`src/design/wsdf_pkg.sv`:
```
package wsdf_pkg;

    // result classes
    typedef enum logic [1:0] {
        KIND_HEADER  = 2'd0,
        KIND_PAYLOAD = 2'd1,
        KIND_ERROR   = 2'd2
    } kind_t;

    // error codes
    typedef enum logic [2:0] {
        ERR_NONE        = 3'd0,
        ERR_UNEXP_CONT  = 3'd1,
        ERR_EXPECT_CONT = 3'd2,
        ERR_RSVD_OPCODE = 3'd3,
        ERR_UNMASKED    = 3'd4,
        ERR_LEN_BIG     = 3'd5,
        ERR_HALTED      = 3'd6
    } err_t;

    // frame opcodes
    localparam logic [3:0] OP_CONT   = 4'd0;
    localparam logic [3:0] OP_TEXT   = 4'd1;
    localparam logic [3:0] OP_BINARY = 4'd2;
    localparam logic [3:0] OP_CLOSE  = 4'd8;
    localparam logic [3:0] OP_PING   = 4'd9;
    localparam logic [3:0] OP_PONG   = 4'd10;

    // 7-bit length codes
    localparam logic [6:0] LEN7_MAX   = 7'd125;
    localparam logic [6:0] LEN7_EXT16 = 7'd126;

    // extended length byte counts
    localparam logic [3:0] EXT16_BYTES = 4'd2;
    localparam logic [3:0] EXT64_BYTES = 4'd8;

    // queue between parser and output stage
    localparam int QUEUE_DEPTH = 2;
    localparam int QPTR_W      = (QUEUE_DEPTH > 1) ? $clog2(QUEUE_DEPTH) : 1;
    localparam int QCNT_W      = $clog2(QUEUE_DEPTH + 1);

    // one classified byte on its way to the output stage
    typedef struct packed {
        kind_t       kind;
        logic [7:0]  data;
        logic [3:0]  opcode;
        logic        fin;
        logic        last;
        err_t        err;
        logic        key_wr;
        logic [1:0]  idx;
    } q_entry_t;

    function automatic logic is_start_opcode(input logic [3:0] op);
        return (op == OP_TEXT) || (op == OP_BINARY) || (op == OP_CLOSE) ||
               (op == OP_PING) || (op == OP_PONG);
    endfunction

endpackage

```
`src/design/wsdf_front.sv`:
```
module wsdf_front
    import wsdf_pkg::*;
(
    input  logic       aclk,
    input  logic       aresetn,
    input  logic       s_valid,
    output logic       s_ready,
    input  logic [7:0] s_byte_in,
    input  logic       q_full,
    output logic       q_push,
    output q_entry_t   q_data
);

    typedef enum logic [4:0] {
        PH_OPCODE  = 5'b00001,
        PH_LEN     = 5'b00010,
        PH_LEN_EXT = 5'b00100,
        PH_KEY     = 5'b01000,
        PH_PAYLOAD = 5'b10000
    } phase_t;

    phase_t      phase_reg, phase_next;
    logic        in_frag_reg, in_frag_next;
    logic        fin_reg, fin_next;
    logic [3:0]  opcode_reg, opcode_next;
    logic [63:0] length_reg, length_next;
    logic [3:0]  left_reg, left_next;
    logic [1:0]  idx_reg, idx_next;
    logic        halted_reg, halted_next;

    logic [63:0] len_shift;
    logic [3:0]  left_dec;

    assign s_ready = !q_full;
    assign q_push  = s_valid && s_ready;

    assign len_shift = {length_reg[55:0], s_byte_in};
    assign left_dec  = (left_reg != 4'd0) ? left_reg - 4'd1 : 4'd0;

    // per-byte parse and classification
    always_comb begin
        phase_next   = phase_reg;
        in_frag_next = in_frag_reg;
        fin_next     = fin_reg;
        opcode_next  = opcode_reg;
        length_next  = length_reg;
        left_next    = left_reg;
        idx_next     = idx_reg;
        halted_next  = halted_reg;

        q_data.kind   = KIND_HEADER;
        q_data.data   = s_byte_in;
        q_data.opcode = opcode_reg;
        q_data.fin    = fin_reg;
        q_data.last   = 1'b0;
        q_data.err    = ERR_NONE;
        q_data.key_wr = 1'b0;
        q_data.idx    = idx_reg;

        if (halted_reg) begin
            q_data.kind = KIND_ERROR;
            q_data.err  = ERR_HALTED;
        end else begin
            unique case (phase_reg)
                PH_OPCODE: begin
                    fin_next      = s_byte_in[7];
                    opcode_next   = s_byte_in[3:0];
                    q_data.fin    = s_byte_in[7];
                    q_data.opcode = s_byte_in[3:0];
                    phase_next    = PH_LEN;
                    if (s_byte_in[3:0] == OP_CONT) begin
                        if (!in_frag_reg) begin
                            q_data.kind = KIND_ERROR;
                            q_data.err  = ERR_UNEXP_CONT;
                            halted_next = 1'b1;
                        end
                    end else if (is_start_opcode(s_byte_in[3:0])) begin
                        if (in_frag_reg) begin
                            q_data.kind = KIND_ERROR;
                            q_data.err  = ERR_EXPECT_CONT;
                            halted_next = 1'b1;
                        end else if (!s_byte_in[7]) begin
                            in_frag_next = 1'b1;
                        end
                    end else begin
                        q_data.kind = KIND_ERROR;
                        q_data.err  = ERR_RSVD_OPCODE;
                        halted_next = 1'b1;
                    end
                end
                PH_LEN: begin
                    if (!s_byte_in[7]) begin
                        q_data.kind = KIND_ERROR;
                        q_data.err  = ERR_UNMASKED;
                        halted_next = 1'b1;
                    end else begin
                        idx_next = 2'd0;
                        if (s_byte_in[6:0] <= LEN7_MAX) begin
                            length_next = {57'd0, s_byte_in[6:0]};
                            phase_next  = PH_KEY;
                        end else if (s_byte_in[6:0] == LEN7_EXT16) begin
                            length_next = 64'd0;
                            left_next   = EXT16_BYTES;
                            phase_next  = PH_LEN_EXT;
                        end else begin
                            length_next = 64'd0;
                            left_next   = EXT64_BYTES;
                            phase_next  = PH_LEN_EXT;
                        end
                    end
                end
                PH_LEN_EXT: begin
                    length_next = len_shift;
                    left_next   = left_dec;
                    if (left_dec == 4'd0) begin
                        if (len_shift[63]) begin
                            q_data.kind = KIND_ERROR;
                            q_data.err  = ERR_LEN_BIG;
                            halted_next = 1'b1;
                        end else begin
                            phase_next = PH_KEY;
                        end
                    end
                end
                PH_KEY: begin
                    q_data.key_wr = 1'b1;
                    idx_next      = idx_reg + 2'd1;
                    if (idx_reg == 2'd3) begin
                        if (length_reg == 64'd0) begin
                            q_data.last = 1'b1;
                            phase_next  = PH_OPCODE;
                            if (fin_reg) begin
                                in_frag_next = 1'b0;
                            end
                        end else begin
                            phase_next = PH_PAYLOAD;
                        end
                    end
                end
                PH_PAYLOAD: begin
                    // length counts down the bytes still to come
                    q_data.kind = KIND_PAYLOAD;
                    idx_next    = idx_reg + 2'd1;
                    length_next = length_reg - 64'd1;
                    if (length_reg == 64'd1) begin
                        q_data.last = 1'b1;
                        phase_next  = PH_OPCODE;
                        if (fin_reg) begin
                            in_frag_next = 1'b0;
                        end
                    end
                end
                default: begin
                    phase_next = PH_OPCODE;
                end
            endcase
        end
    end

    // parser state
    always_ff @(posedge aclk) begin
        if (!aresetn) begin
            phase_reg   <= PH_OPCODE;
            in_frag_reg <= 1'b0;
            fin_reg     <= 1'b0;
            opcode_reg  <= 4'd0;
            left_reg    <= 4'd0;
            idx_reg     <= 2'd0;
            halted_reg  <= 1'b0;
        end else if (q_push) begin
            phase_reg   <= phase_next;
            in_frag_reg <= in_frag_next;
            fin_reg     <= fin_next;
            opcode_reg  <= opcode_next;
            left_reg    <= left_next;
            idx_reg     <= idx_next;
            halted_reg  <= halted_next;
        end
    end

    // length register, not reset
    always_ff @(posedge aclk) begin
        if (q_push) begin
            length_reg <= length_next;
        end
    end

endmodule

```
`src/design/wsdf_queue.sv`:
```
module wsdf_queue
    import wsdf_pkg::*;
(
    input  logic     aclk,
    input  logic     aresetn,
    input  logic     push,
    input  q_entry_t push_data,
    output logic     full,
    input  logic     pop,
    output logic     q_valid,
    output q_entry_t pop_data
);

    q_entry_t            mem [QUEUE_DEPTH];
    logic [QPTR_W-1:0]   wr_ptr_reg, wr_ptr_next;
    logic [QPTR_W-1:0]   rd_ptr_reg, rd_ptr_next;
    logic [QCNT_W-1:0]   count_reg, count_next;
    logic                do_push, do_pop;

    assign full     = (count_reg == QCNT_W'(QUEUE_DEPTH));
    assign q_valid  = (count_reg != '0);
    assign pop_data = mem[rd_ptr_reg];
    assign do_push  = push && !full;
    assign do_pop   = pop && q_valid;

    // pointer and fill tracking
    always_comb begin
        wr_ptr_next = wr_ptr_reg;
        rd_ptr_next = rd_ptr_reg;
        count_next  = count_reg;
        if (do_push) begin
            wr_ptr_next = (wr_ptr_reg == QPTR_W'(QUEUE_DEPTH - 1)) ? '0 : wr_ptr_reg + 1'b1;
        end
        if (do_pop) begin
            rd_ptr_next = (rd_ptr_reg == QPTR_W'(QUEUE_DEPTH - 1)) ? '0 : rd_ptr_reg + 1'b1;
        end
        if (do_push && !do_pop) begin
            count_next = count_reg + 1'b1;
        end else if (do_pop && !do_push) begin
            count_next = count_reg - 1'b1;
        end
    end

    always_ff @(posedge aclk) begin
        if (!aresetn) begin
            wr_ptr_reg <= '0;
            rd_ptr_reg <= '0;
            count_reg  <= '0;
        end else begin
            wr_ptr_reg <= wr_ptr_next;
            rd_ptr_reg <= rd_ptr_next;
            count_reg  <= count_next;
        end
    end

    // entry storage
    always_ff @(posedge aclk) begin
        if (do_push) begin
            mem[wr_ptr_reg] <= push_data;
        end
    end

endmodule

```
`src/design/wsdf_back.sv`:
```
module wsdf_back
    import wsdf_pkg::*;
(
    input  logic       aclk,
    input  logic       aresetn,
    input  logic       q_valid,
    input  q_entry_t   q_data,
    output logic       q_pop,
    output logic       m_valid,
    input  logic       m_ready,
    output logic [1:0] m_kind,
    output logic [7:0] m_data_out,
    output logic [3:0] m_frame_opcode,
    output logic       m_message_final,
    output logic       m_last_of_frame,
    output logic [2:0] m_error_code
);

    logic [7:0] key_reg [4];
    logic       valid_reg;
    kind_t      kind_reg;
    logic [7:0] data_reg, data_next;
    logic [3:0] opcode_reg;
    logic       fin_reg;
    logic       last_reg;
    err_t       err_reg;

    assign q_pop = q_valid && (!valid_reg || m_ready);

    // unmask payload bytes, zero for everything else
    assign data_next = (q_data.kind == KIND_PAYLOAD) ? (q_data.data ^ key_reg[q_data.idx])
                                                     : 8'd0;

    // masking key capture
    always_ff @(posedge aclk) begin
        if (q_pop && q_data.key_wr) begin
            key_reg[q_data.idx] <= q_data.data;
        end
    end

    // output register
    always_ff @(posedge aclk) begin
        if (!aresetn) begin
            valid_reg <= 1'b0;
        end else if (q_pop) begin
            valid_reg <= 1'b1;
        end else if (m_ready) begin
            valid_reg <= 1'b0;
        end
    end

    always_ff @(posedge aclk) begin
        if (q_pop) begin
            kind_reg   <= q_data.kind;
            data_reg   <= data_next;
            opcode_reg <= q_data.opcode;
            fin_reg    <= q_data.fin;
            last_reg   <= q_data.last;
            err_reg    <= q_data.err;
        end
    end

    assign m_valid         = valid_reg;
    assign m_kind          = kind_reg;
    assign m_data_out      = data_reg;
    assign m_frame_opcode  = opcode_reg;
    assign m_message_final = fin_reg;
    assign m_last_of_frame = last_reg;
    assign m_error_code    = err_reg;

endmodule

```
`src/design/websocket_frame_deframer_unit.sv`:
```
// path: an accepted byte is written into the queue, then popped into the output register
// throughput: one byte per cycle while the queue is not full, set by the combinational parser
// update with its 64-bit length countdown and compare; m_ready low can stall the input
// reset: synchronous active-low aresetn clears the parser phase, fragment and halt flags,
// the queue and the output valid; no clearing pass
module websocket_frame_deframer_unit
    import wsdf_pkg::*;
(
    input  logic       aclk,
    input  logic       aresetn,
    input  logic       s_valid,
    output logic       s_ready,
    input  logic [7:0] s_byte_in,
    output logic       m_valid,
    input  logic       m_ready,
    output logic [1:0] m_kind,
    output logic [7:0] m_data_out,
    output logic [3:0] m_frame_opcode,
    output logic       m_message_final,
    output logic       m_last_of_frame,
    output logic [2:0] m_error_code
);

    logic     q_full;
    logic     q_push;
    q_entry_t q_in;
    logic     q_pop;
    logic     q_valid;
    q_entry_t q_out;

    // header parser and byte classifier
    wsdf_front u_front (
        .aclk      (aclk),
        .aresetn   (aresetn),
        .s_valid   (s_valid),
        .s_ready   (s_ready),
        .s_byte_in (s_byte_in),
        .q_full    (q_full),
        .q_push    (q_push),
        .q_data    (q_in)
    );

    // decoupling queue
    wsdf_queue u_queue (
        .aclk      (aclk),
        .aresetn   (aresetn),
        .push      (q_push),
        .push_data (q_in),
        .full      (q_full),
        .pop       (q_pop),
        .q_valid   (q_valid),
        .pop_data  (q_out)
    );

    // key capture, unmasking and result register
    wsdf_back u_back (
        .aclk            (aclk),
        .aresetn         (aresetn),
        .q_valid         (q_valid),
        .q_data          (q_out),
        .q_pop           (q_pop),
        .m_valid         (m_valid),
        .m_ready         (m_ready),
        .m_kind          (m_kind),
        .m_data_out      (m_data_out),
        .m_frame_opcode  (m_frame_opcode),
        .m_message_final (m_message_final),
        .m_last_of_frame (m_last_of_frame),
        .m_error_code    (m_error_code)
    );

endmodule

```
`config.mk`:
```
export PLATFORM = sky130hd
export DESIGN_NAME = websocket_frame_deframer_unit
export DESIGN_NICKNAME = d
export VERILOG_FILES = /design/src/design/wsdf_pkg.sv /design/src/design/wsdf_front.sv /design/src/design/wsdf_queue.sv /design/src/design/wsdf_back.sv /design/src/design/websocket_frame_deframer_unit.sv
export SDC_FILE = /design/constraint.sdc
export NUM_CORES = 1
export LEC_CHECK = 0
export BUFFER_PORTS_ARGS = -buffer_cell sky130_fd_sc_hd__buf_2
export CORE_ASPECT_RATIO = 1.5
export CORE_MARGIN = 4
export CORE_UTILIZATION = 56
export DETAILED_ROUTE_END_ITERATION = 6
export PLACE_DENSITY_LB_ADDON = 0.12
export SYNTH_ARGS = -nofsm -noshare
export SYNTH_HDL_FRONTEND = slang
export SYNTH_SLANG_ARGS = --single-unit
```
`constraint.sdc`:
```
create_clock -name aclk -period 4.7 [get_ports aclk]
set_clock_uncertainty 0.05 [all_clocks]
set_input_delay 0.705 -clock aclk [delete_from_list [all_inputs] [get_ports aclk]]
set_output_delay 0.705 -clock aclk [all_outputs]
set_load 0.02 [all_outputs]
```
==> flow_metrics.py, run 1 <==
metrics = {
    "finish": {
        "largest_register_ffs": 64,
        "nNetsFinal": 819,
        "postLayoutCellArea_sq_um": 9780,
        "layout-drive-gt1-share_pct": 13.7,
        "n_antenna_cell": 0,
        "area_delta_synth_final_pct": 11.2,
        "fillerInstances": 1218,
    },
    "yosys": {
        "avgSynthCellArea_sq_um": 11.4,
        "yosys_warnings": 0,
        "ys_seq_elements": 183,
        "synth_ff_type": "edfxtp_1",
        "synthAdderAreaFrac_pct": 0.569,
        "yosys-mux-area-fraction_pct": 4.45,
        "yosys.area_share.simple_pct": 17.9,
        "synth_compound_area_share_pct": 8.66,
        "async_flop_share_pct": 0,
        "yosysMostFrequentCell": "edfxtp_1",
        "synthTopCellsByArea": "edfxtp_1, dfxtp_1, nand2_1",
        "synth_edf_count": 159,
        "yosys.area.top_type_share_pct": 54.3,
        "yosys-top-cells-count": "edfxtp_1, nand2_1, o21ai_0",
        "yosys.area.top_type": "edfxtp_1",
        "synthesis.area_sq_um": 8800,
        "yosysSeqAreaShare_pct": 59.7,
        "synth_xor_area_share_pct": 6.97,
        "syn-num-nets": 791,
        "synthCells": 775,
        "ys_types": 55,
        "synth_top_family_by_area": "simple AND/OR/NAND/NOR gates",
    },
    "setup_path": {
        "arrival_ns": 3.75,
        "critPathKind": "flop to flop",
        "path_cells": "nor4_1 -> nand2_1 -> or4_4 -> or3_4 -> or4_1 -> o211ai_1",
        "crit_path_max_fanout": 7,
        "reg2regPathDepth": 6,
        "required_ns": 4.92,
        "cp-start-kind": "flop",
        "max_stage_delay_ns": 1.00,
        "end_kind": "flop",
        "crit_family": "simple AND/OR/NAND/NOR gates",
        "rrSetupSlack_ns": 1.17,
        "r2r-end": "u_front.length_reg[62]",
        "crit_buf_inv": 0,
        "r2r_start": "u_front.length_reg[24]",
        "slowest_stage": "nor4_1",
    },
    "clock_tree": {
        "htreeDepth": 4,
        "cts.reportedPaths.clkPinSlew_ns": 0.08,
        "cts_max_path_buffers": 2,
        "post_cts_buffers": 0,
        "clockRootBuffer": "clkbuf_16",
        "worstSkewPairLatency_ns": 0.43,
        "cts_tree": "yes",
        "cts-resized-gates": 0,
        "numCtsBuffers": 17,
        "cts_sinks": 183,
        "holdBufCountCts": 0,
    },
    "sta": {
        "period_minus_slack_ns": 3.53,
        "tns_ns": 0,
        "fmax_ghz": 0.284,
        "relSlewSlack_pct": 19.6,
        "tightest_slew_ns": 1.20,
        "rsz0062_at_grt": "no",
        "drv_slew": 0,
        "hold_viol": 0,
        "fin_ws_ns": 1.17,
        "period_share_pct": 75.0,
        "setup_violations": 0,
    },
    "floorplanning": {
        "die_y_um": 162,
        "start_util_pct": 57.6,
        "core_area_sq_um": 15300,
        "dieArea_sq_um": 17800,
        "ios": 33,
        "floorplan.rows": 55,
        "fp.dieW_um": 110,
    },
    "placement": {
        "dp_slack_ns": 1.30,
        "port_buffers": 32,
        "dpl.hpwl_um": 13000,
        "dpl_cell_area_sq_um": 9180,
        "place_congestion": 0.853,
    },
    "global_routing": {
        "overflow": 0,
        "grt_start_max_net_pins": 67,
        "grt_pass1_wl_um": 30700,
        "grtUsageTotal_pct": 22.2,
        "grt_pass1_vias": 6115,
        "antenna_found_initial": 0,
    },
    "min_path": {
        "min_path_cells": 2,
        "min_from": "u_front.left_reg[2]",
        "hold_end": "u_front.left_reg[2]",
        "hp-class": "flop to flop",
    },
    "route": {
        "routed_wl_um": 19000,
        "num_vias": 6169,
        "post_drt_via_cell_ratio": 6.08,
        "drt_first_iter_violations": 372,
        "ant_nets": 0,
        "drcViolationCount": 0,
        "dr.pass1.iters": 5,
        "wire_per_inst_um": 18.7,
    },
    "power": {
        "ir_drop_mv": 0.263,
        "leakage_nw": 3.26,
        "powerDensity_nw_per_um2": 467,
    },
    "outcome": {
        "status": "completed",
    },
    "flow_run": {
        "max_cap_violations": 0,
    },
}
## metal layers
layer	track usage (%)	wire length [um]	vias up	share of wire, %
li1	-	-	2936	-
met1	26.4	7420	3016	39
met2	39.4	10400	172	54
met3	3.40	679	45	3.6
met4	9.02	556	0	2.9
met5	0	0	-	0
## how the worst max path moves through the flow
stage,from,endpoint,slack (ns),cells after the start
detailed placement,u_front.length_reg[1],u_front.length_reg[62],1.30,8
CTS,u_front.length_reg[24],u_front.length_reg[62],1.24,6
finish,u_front.length_reg[24],u_front.length_reg[62],1.17,6
global route,u_front.length_reg[0],u_front.length_reg[62],0.98,8
global placement,u_front.length_reg[0],u_front.length_reg[62],1.40,8
floorplan,u_front.phase_reg[3],u_front.length_reg[0],1.21,4
## layout by cell type, fill, tap and decap left out, drive strengths merged, types with 4 or more instances in the layout
master  instances
a211oi         10
a21oi          19
a31oi          10
and2           10
and3            4
buf            41
clkbuf         17
clkinv          9
dfxtp          24
edfxtp        159
ha              4
inv            15
mux2           25
mux2i          11
nand2          95
nand2b          5
nand3          29
nand3b          6
nand4          10
nand4b          8
nor2           62
nor3           26
nor4           16
o211ai          4
o21ai          71
or3            12
or4            11
xnor2          35
xor2           35
## kinds of logic (layout without fill, tap and decap cells)
logic type	count (synthesis)	count (layout)
muxes	36	36
xor gates and xnor gates	70	70
DFF	183	183
AOI/OAI and AO/OA	132	132
and+or+nand+nor	309	309
adders and majority gates	4	4
buffers and inverters	41	82
## cell type report
cell class,instances,area [sq um],area share (%)
Clock buffer,17,425,4.35
Clock inverter,15,181,1.85
Inverter,9,33.8,0.345
Multi-Input combinational cell,551,3410,34.9
Sequential cell,183,5260,53.7
Tap cell,199,249,2.55
Timing Repair Buffer,41,228,2.33
## through the flow
step / instances / hold WS, ns / power, mW / utilization (%)
after detailed placement: 983 / 0.423 / 3.19 / 60.1
after floorplan: 775 / 0.401 / 2.90 / -
after global routing: 1015 / 0.442 / 4.77 / 64.0
after CTS: 1015 / 0.433 / 4.60 / 64.0
final: 1015 / 0.432 / 4.57 / 64.0
after global placement: 983 / 0.412 / 3.15 / 60.1
## report_power, final
| group | leakage (nW) | total (mW) | switching, mW | internal [mW] |
|---|---|---|---|---|
| registers | 1.75 | 2.17 | 0.0865 | 2.09 |
| clock network | 0.294 | 1.42 | 0.700 | 0.723 |
| logic | 1.22 | 0.970 | 0.618 | 0.352 |
## worst register-to-register path, delay by kind of cell, from the launching register on
| family | cells | cell delay [ns] |
|---|---|---|
| compound gates | 1 | 0.12 |
| flops | 1 | 0.49 |
| simple gates | 5 | 2.71 |
Note: power is estimated with default switching activity, not from simulation.
==> inputs of run 2 (changes only) <==
--- a/config.mk
+++ b/config.mk
@@ -8,7 +8,7 @@
 export BUFFER_PORTS_ARGS = -buffer_cell sky130_fd_sc_hd__buf_2
 export CORE_ASPECT_RATIO = 1.5
 export CORE_MARGIN = 4
-export CORE_UTILIZATION = 56
+export CORE_UTILIZATION = 60
 export DETAILED_ROUTE_END_ITERATION = 6
 export PLACE_DENSITY_LB_ADDON = 0.12
 export SYNTH_ARGS = -nofsm -noshare
==> constraint.sdc (replaced) <==
create_clock -name aclk -period 3.5 [get_ports aclk]
set_clock_uncertainty 0.05 [all_clocks]
set_input_delay 0.525 -clock aclk [delete_from_list [all_inputs] [get_ports aclk]]
set_output_delay 0.525 -clock aclk [all_outputs]
set_load 0.02 [all_outputs]
==> run 2 against run 1 <==
Net effect:
- clock power rose by 31%
- count of clock-buffer cells in the layout is the same
- sequential share of layout area fell by 0.22 points
==> flow_metrics.py, run 2 (synthesized netlist as in run 1, its figures left out) <==
metrics = {
    "global_routing": {
        "grtUsageTotal_pct": 23.7,
        "overflow": 0,
        "grt_pass1_wl_um": 31200,
        "antenna_found_initial": 0,
        "grt_start_max_net_pins": 49,
        "grt_pass1_vias": 6217,
    },
    "floorplanning": {
        "core_area_sq_um": 14500,
        "dieArea_sq_um": 16700,
        "die_y_um": 156,
        "start_util_pct": 60.9,
        "ios": 33,
        "fp.dieW_um": 107,
        "floorplan.rows": 54,
    },
    "finish": {
        "layout-drive-gt1-share_pct": 14.7,
        "final_cell_mix": "edfxtp_1, nand2_1, o21ai_0",
        "post-route-util_pct": 67.9,
        "area_delta_synth_final_pct": 11.6,
        "n_antenna_cell": 0,
        "nNetsFinal": 828,
        "final_common_cell": "edfxtp_1",
        "largest_register_ffs": 64,
        "fillerInstances": 1111,
        "postLayoutCellArea_sq_um": 9820,
    },
    "sta": {
        "drv_slew": 0,
        "setup_violations": 0,
        "period_share_pct": 92.8,
        "rsz0062_at_grt": "no",
        "tns_ns": 0,
        "hold_viol": 0,
        "period_minus_slack_ns": 3.25,
        "relSlewSlack_pct": 27.8,
        "fmax_ghz": 0.308,
        "tightest_slew_ns": 1.08,
    },
    "setup_path": {
        "crit_buf_inv": 0,
        "critPathKind": "flop to flop",
        "end_kind": "flop",
        "cp.depth": 6,
        "cp-start-kind": "flop",
        "crit_path_max_fanout": 5,
        "max_stage_delay_ns": 0.57,
        "path_cells": "or4_4 -> or4_4 -> or4_4 -> or3_4 -> or4_1 -> o211ai_1",
        "crit_family": "simple AND/OR/NAND/NOR gates",
        "required_ns": 3.72,
        "slowest_stage": "or4_4",
        "reg2regPathDepth": 6,
        "arrival_ns": 3.46,
        "cp_common_cell": "or4_4",
    },
    "clock_tree": {
        "cts_max_path_buffers": 2,
        "cts_tree": "yes",
        "clockRootBuffer": "clkbuf_16",
        "post_cts_buffers": 0,
        "worstSkewPairLatency_ns": 0.42,
        "holdBufCountCts": 0,
        "numCtsBuffers": 17,
        "cts-resized-gates": 0,
        "cts_sinks": 183,
        "htreeDepth": 4,
        "cts.reportedPaths.clkPinSlew_ns": 0.07,
    },
    "route": {
        "post_drt_via_cell_ratio": 6.08,
        "routed_wl_um": 19000,
        "drt_first_iter_violations": 397,
        "wire_per_inst_um": 18.6,
        "drcViolationCount": 0,
        "dr.pass1.iters": 5,
        "num_vias": 6211,
        "ant_nets": 0,
    },
    "min_path": {
        "min_path_cells": 1,
        "hp-class": "input pin to flop",
    },
    "flow_run": {
        "max_cap_violations": 0,
    },
    "placement": {
        "dpl_cell_area_sq_um": 9240,
        "place_congestion": 0.950,
        "dpl.hpwl_um": 13100,
        "port_buffers": 32,
    },
    "power": {
        "leakage_nw": 3.30,
        "ir_drop_mv": 0.362,
        "powerDensity_nw_per_um2": 620,
    },
    "outcome": {
        "status": "completed",
    },
}
## run 2: cell types whose count changed in the layout (fill, tap and decap cells not counted), sizes merged
| cell | change |
|---|---|
| buf | +9 |
| clkinv | -2 |
| inv | +2 |
## run 2: final timing paths
check                           slack, ns              startpoint                endpoint
worst min-delay path                 0.27            s_byte_in[5]      u_queue.mem[1][17]
worst max register to register       0.25  u_front.length_reg[20]  u_front.length_reg[62]
worst max-delay path                 0.25  u_front.length_reg[20]  u_front.length_reg[62]
worst min register to register       0.45     u_front.left_reg[2]     u_front.left_reg[2]
## run 2: cell type report
| type | count | area, sq um | area share, % |
|---|---|---|---|
| Clock inverter | 15 | 158 | 1.60 |
| Sequential cell | 183 | 5260 | 53.5 |
| Multi-Input combinational cell | 551 | 3410 | 34.7 |
| Clock buffer | 17 | 425 | 4.33 |
| Inverter | 9 | 33.8 | 0.344 |
| Tap cell | 196 | 245 | 2.50 |
| Timing Repair Buffer | 50 | 295 | 3.01 |
## run 2: layer usage
metal / part of all wire (%) / GRT usage [%] / routed length, um / vias up
li1: - / - / - / 2952
met1: 40 / 28.0 / 7520 / 3039
met2: 54 / 43.5 / 10400 / 179
met3: 3.4 / 2.89 / 655 / 41
met4: 2.6 / 9.63 / 489 / 0
met5: 0 / 0 / 0 / -
## run 2: power breakdown
part | switching (mW) | internal [mW] | leakage [nW]
Sequential | 0.125 | 2.80 | 1.75
Clock | 0.900 | 0.960 | 0.288
Combinational | 0.810 | 0.489 | 1.26
Total | 1.84 | 4.25 | 3.30
## run 2: worst reg2reg max path, delay by kind of cell (launching register included)
| family | cells | cell delay, ns |
|---|---|---|
| AO/OA/AOI/OAI | 1 | 0.11 |
| AND/OR/NAND/NOR | 5 | 2.47 |
| flip-flops | 1 | 0.47 |
## run 2: stage by stage
step	hold WS, ns	std cells	total power, mW	setup WS, ns
detailed placement	0.431	989	4.28	0.280
CTS	0.259	1021	6.14	0.280
finish	0.271	1021	6.09	0.251
floorplan	0.401	775	3.89	0.0141
global route	0.254	1021	6.37	0.221
global placement	0.415	989	4.23	0.330
==> inputs of run 3 (changes only) <==
--- a/config.mk
+++ b/config.mk
@@ -7,10 +7,11 @@
 export LEC_CHECK = 0
 export BUFFER_PORTS_ARGS = -buffer_cell sky130_fd_sc_hd__buf_2
 export CORE_ASPECT_RATIO = 1.5
-export CORE_MARGIN = 4
+export CORE_MARGIN = 5
 export CORE_UTILIZATION = 60
+export CTS_BUF_LIST = sky130_fd_sc_hd__clkbuf_8 sky130_fd_sc_hd__clkbuf_16
 export DETAILED_ROUTE_END_ITERATION = 6
-export PLACE_DENSITY_LB_ADDON = 0.12
+export PLACE_DENSITY = 0.78
 export SYNTH_ARGS = -nofsm -noshare
 export SYNTH_HDL_FRONTEND = slang
 export SYNTH_SLANG_ARGS = --single-unit
==> run 3 against run 2 <==
Net effect:
- sequential cell count is the same
- register-to-register slack about the same
- sequential share of layout area shrank 0.088 points
- worst setup slack got worse by 0.0041 ns
- final cell count stayed put
- combinational power about the same
- global-route usage fell by 0.89 points
- clock power increased by 2%
- fmax down 0.13%
- die area up 3.2%
- utilization grew 0.11 points
- total power up 0.77%
- largest cell class unchanged
- highest routed layer unchanged
==> flow_metrics.py, run 3 (synthesized netlist as in run 1, its figures left out) <==
metrics = {
    "min_path": {
        "hp-class": "input pin to flop",
    },
    "setup_path": {
        "critPathKind": "flop to flop",
        "arrival_ns": 3.48,
        "cp-start-kind": "flop",
        "crit_path_max_fanout": 5,
        "required_ns": 3.73,
        "end_kind": "flop",
    },
    "clock_tree": {
        "holdBufCountCts": 0,
        "cts_max_path_buffers": 2,
        "cts_sinks": 183,
        "post_cts_buffers": 0,
        "cts_tree": "yes",
        "numCtsBuffers": 17,
        "cts.reportedPaths.clkPinSlew_ns": 0.08,
        "htreeDepth": 4,
        "clockRootBuffer": "clkbuf_16",
        "cts-resized-gates": 0,
        "worstSkewPairLatency_ns": 0.43,
    },
    "finish": {
        "nNetsFinal": 828,
        "final_cell_mix": "edfxtp_1, nand2_1, o21ai_0",
        "n_antenna_cell": 0,
        "final_common_cell": "edfxtp_1",
        "layout-drive-gt1-share_pct": 14.7,
        "area_delta_synth_final_pct": 11.8,
        "largest_register_ffs": 64,
    },
    "sta": {
        "drv_slew": 0,
        "tightest_slew_ns": 1.15,
        "setup_violations": 0,
        "tns_ns": 0,
        "fin_ws_ns": 0.247,
        "relSlewSlack_pct": 22.9,
        "period_minus_slack_ns": 3.25,
        "hold_viol": 0,
        "period_share_pct": 92.9,
        "rsz0062_at_grt": "no",
        "fmax_ghz": 0.307,
    },
    "flow_run": {
        "max_cap_violations": 0,
    },
    "floorplanning": {
        "die_y_um": 158,
        "start_util_pct": 60.9,
        "fp.dieW_um": 109,
        "ios": 33,
        "dieArea_sq_um": 17200,
        "floorplan.rows": 54,
        "core_area_sq_um": 14500,
    },
    "route": {
        "drt_first_iter_violations": 420,
        "post_drt_via_cell_ratio": 6.11,
        "routed_wl_um": 18900,
        "num_vias": 6236,
        "wire_per_inst_um": 18.5,
        "drcViolationCount": 0,
        "dr.pass1.iters": 5,
        "ant_nets": 0,
    },
    "global_routing": {
        "grt_pass1_vias": 6296,
        "grt_start_max_net_pins": 46,
        "grtUsageTotal_pct": 22.8,
        "antenna_found_initial": 0,
        "overflow": 0,
        "grt_pass1_wl_um": 30600,
    },
    "placement": {
        "port_buffers": 32,
        "place_congestion": 0.933,
        "dp_slack_ns": 0.299,
        "dpl.hpwl_um": 13000,
    },
    "power": {
        "ir_drop_mv": 0.389,
        "powerDensity_nw_per_um2": 623,
        "leakage_nw": 3.30,
    },
    "outcome": {
        "status": "completed",
    },
}
run 3: metrics by stage:
stage               instance area, sq um  std cells  power [mW]  hold WS, ns  util [%]
finish                              9840       1021        6.13        0.291      68.1
global route                        9840       1021        6.41        0.271      68.1
CTS                                 9840       1021        6.17        0.275      68.1
detailed placement                  9240        989        4.28        0.431      63.9
global placement                    9240        989        4.22        0.415      63.9
floorplan                           8800        775        3.89        0.401         -
run 3: where the power goes:
part,leakage (nW),internal [mW],switching (mW)
sequential,1.75,2.80,0.132
combinational,1.26,0.489,0.806
clock,0.294,0.973,0.932
total,3.30,4.26,1.87
run 3: path summary, 6_finish.rpt:
| path | startpoint | end | slack (ns) | cells past startpoint |
|---|---|---|---|---|
| max | u_front.length_reg[20] | u_front.length_reg[62] | 0.25 | 6 |
| min | s_byte_in[5] | u_queue.mem[1][17] | 0.29 | 1 |
| max reg2reg | u_front.length_reg[20] | u_front.length_reg[62] | 0.25 | 6 |
| min reg2reg | u_back.m_valid | u_back.m_valid | 0.45 | 2 |
run 3: layer usage:
layer	GRT usage [%]	routed length, um	vias up
met2	41.1	10200	218
met4	12.5	757	0
li1	-	-	2959
met3	3.53	771	60
met1	25.5	7180	2999
met5	0	0	-
run 3: worst max-delay path: stages, from the launching register on:
cell	delay, ns
edfxtp_1	0.47
or4_4	0.56
or4_4	0.56
or4_4	0.57
or3_4	0.37
or4_1	0.41
o211ai_1	0.11
run 3: layout make-up:
class,count,area [sq um]
clock buffers,17,425
clock inverters,15,174
fillers,1086,4620
inverters,9,33.8
multi-input cells,551,3410
flip-flops and latches,183,5260
well taps,196,245
repair buffers,50,295
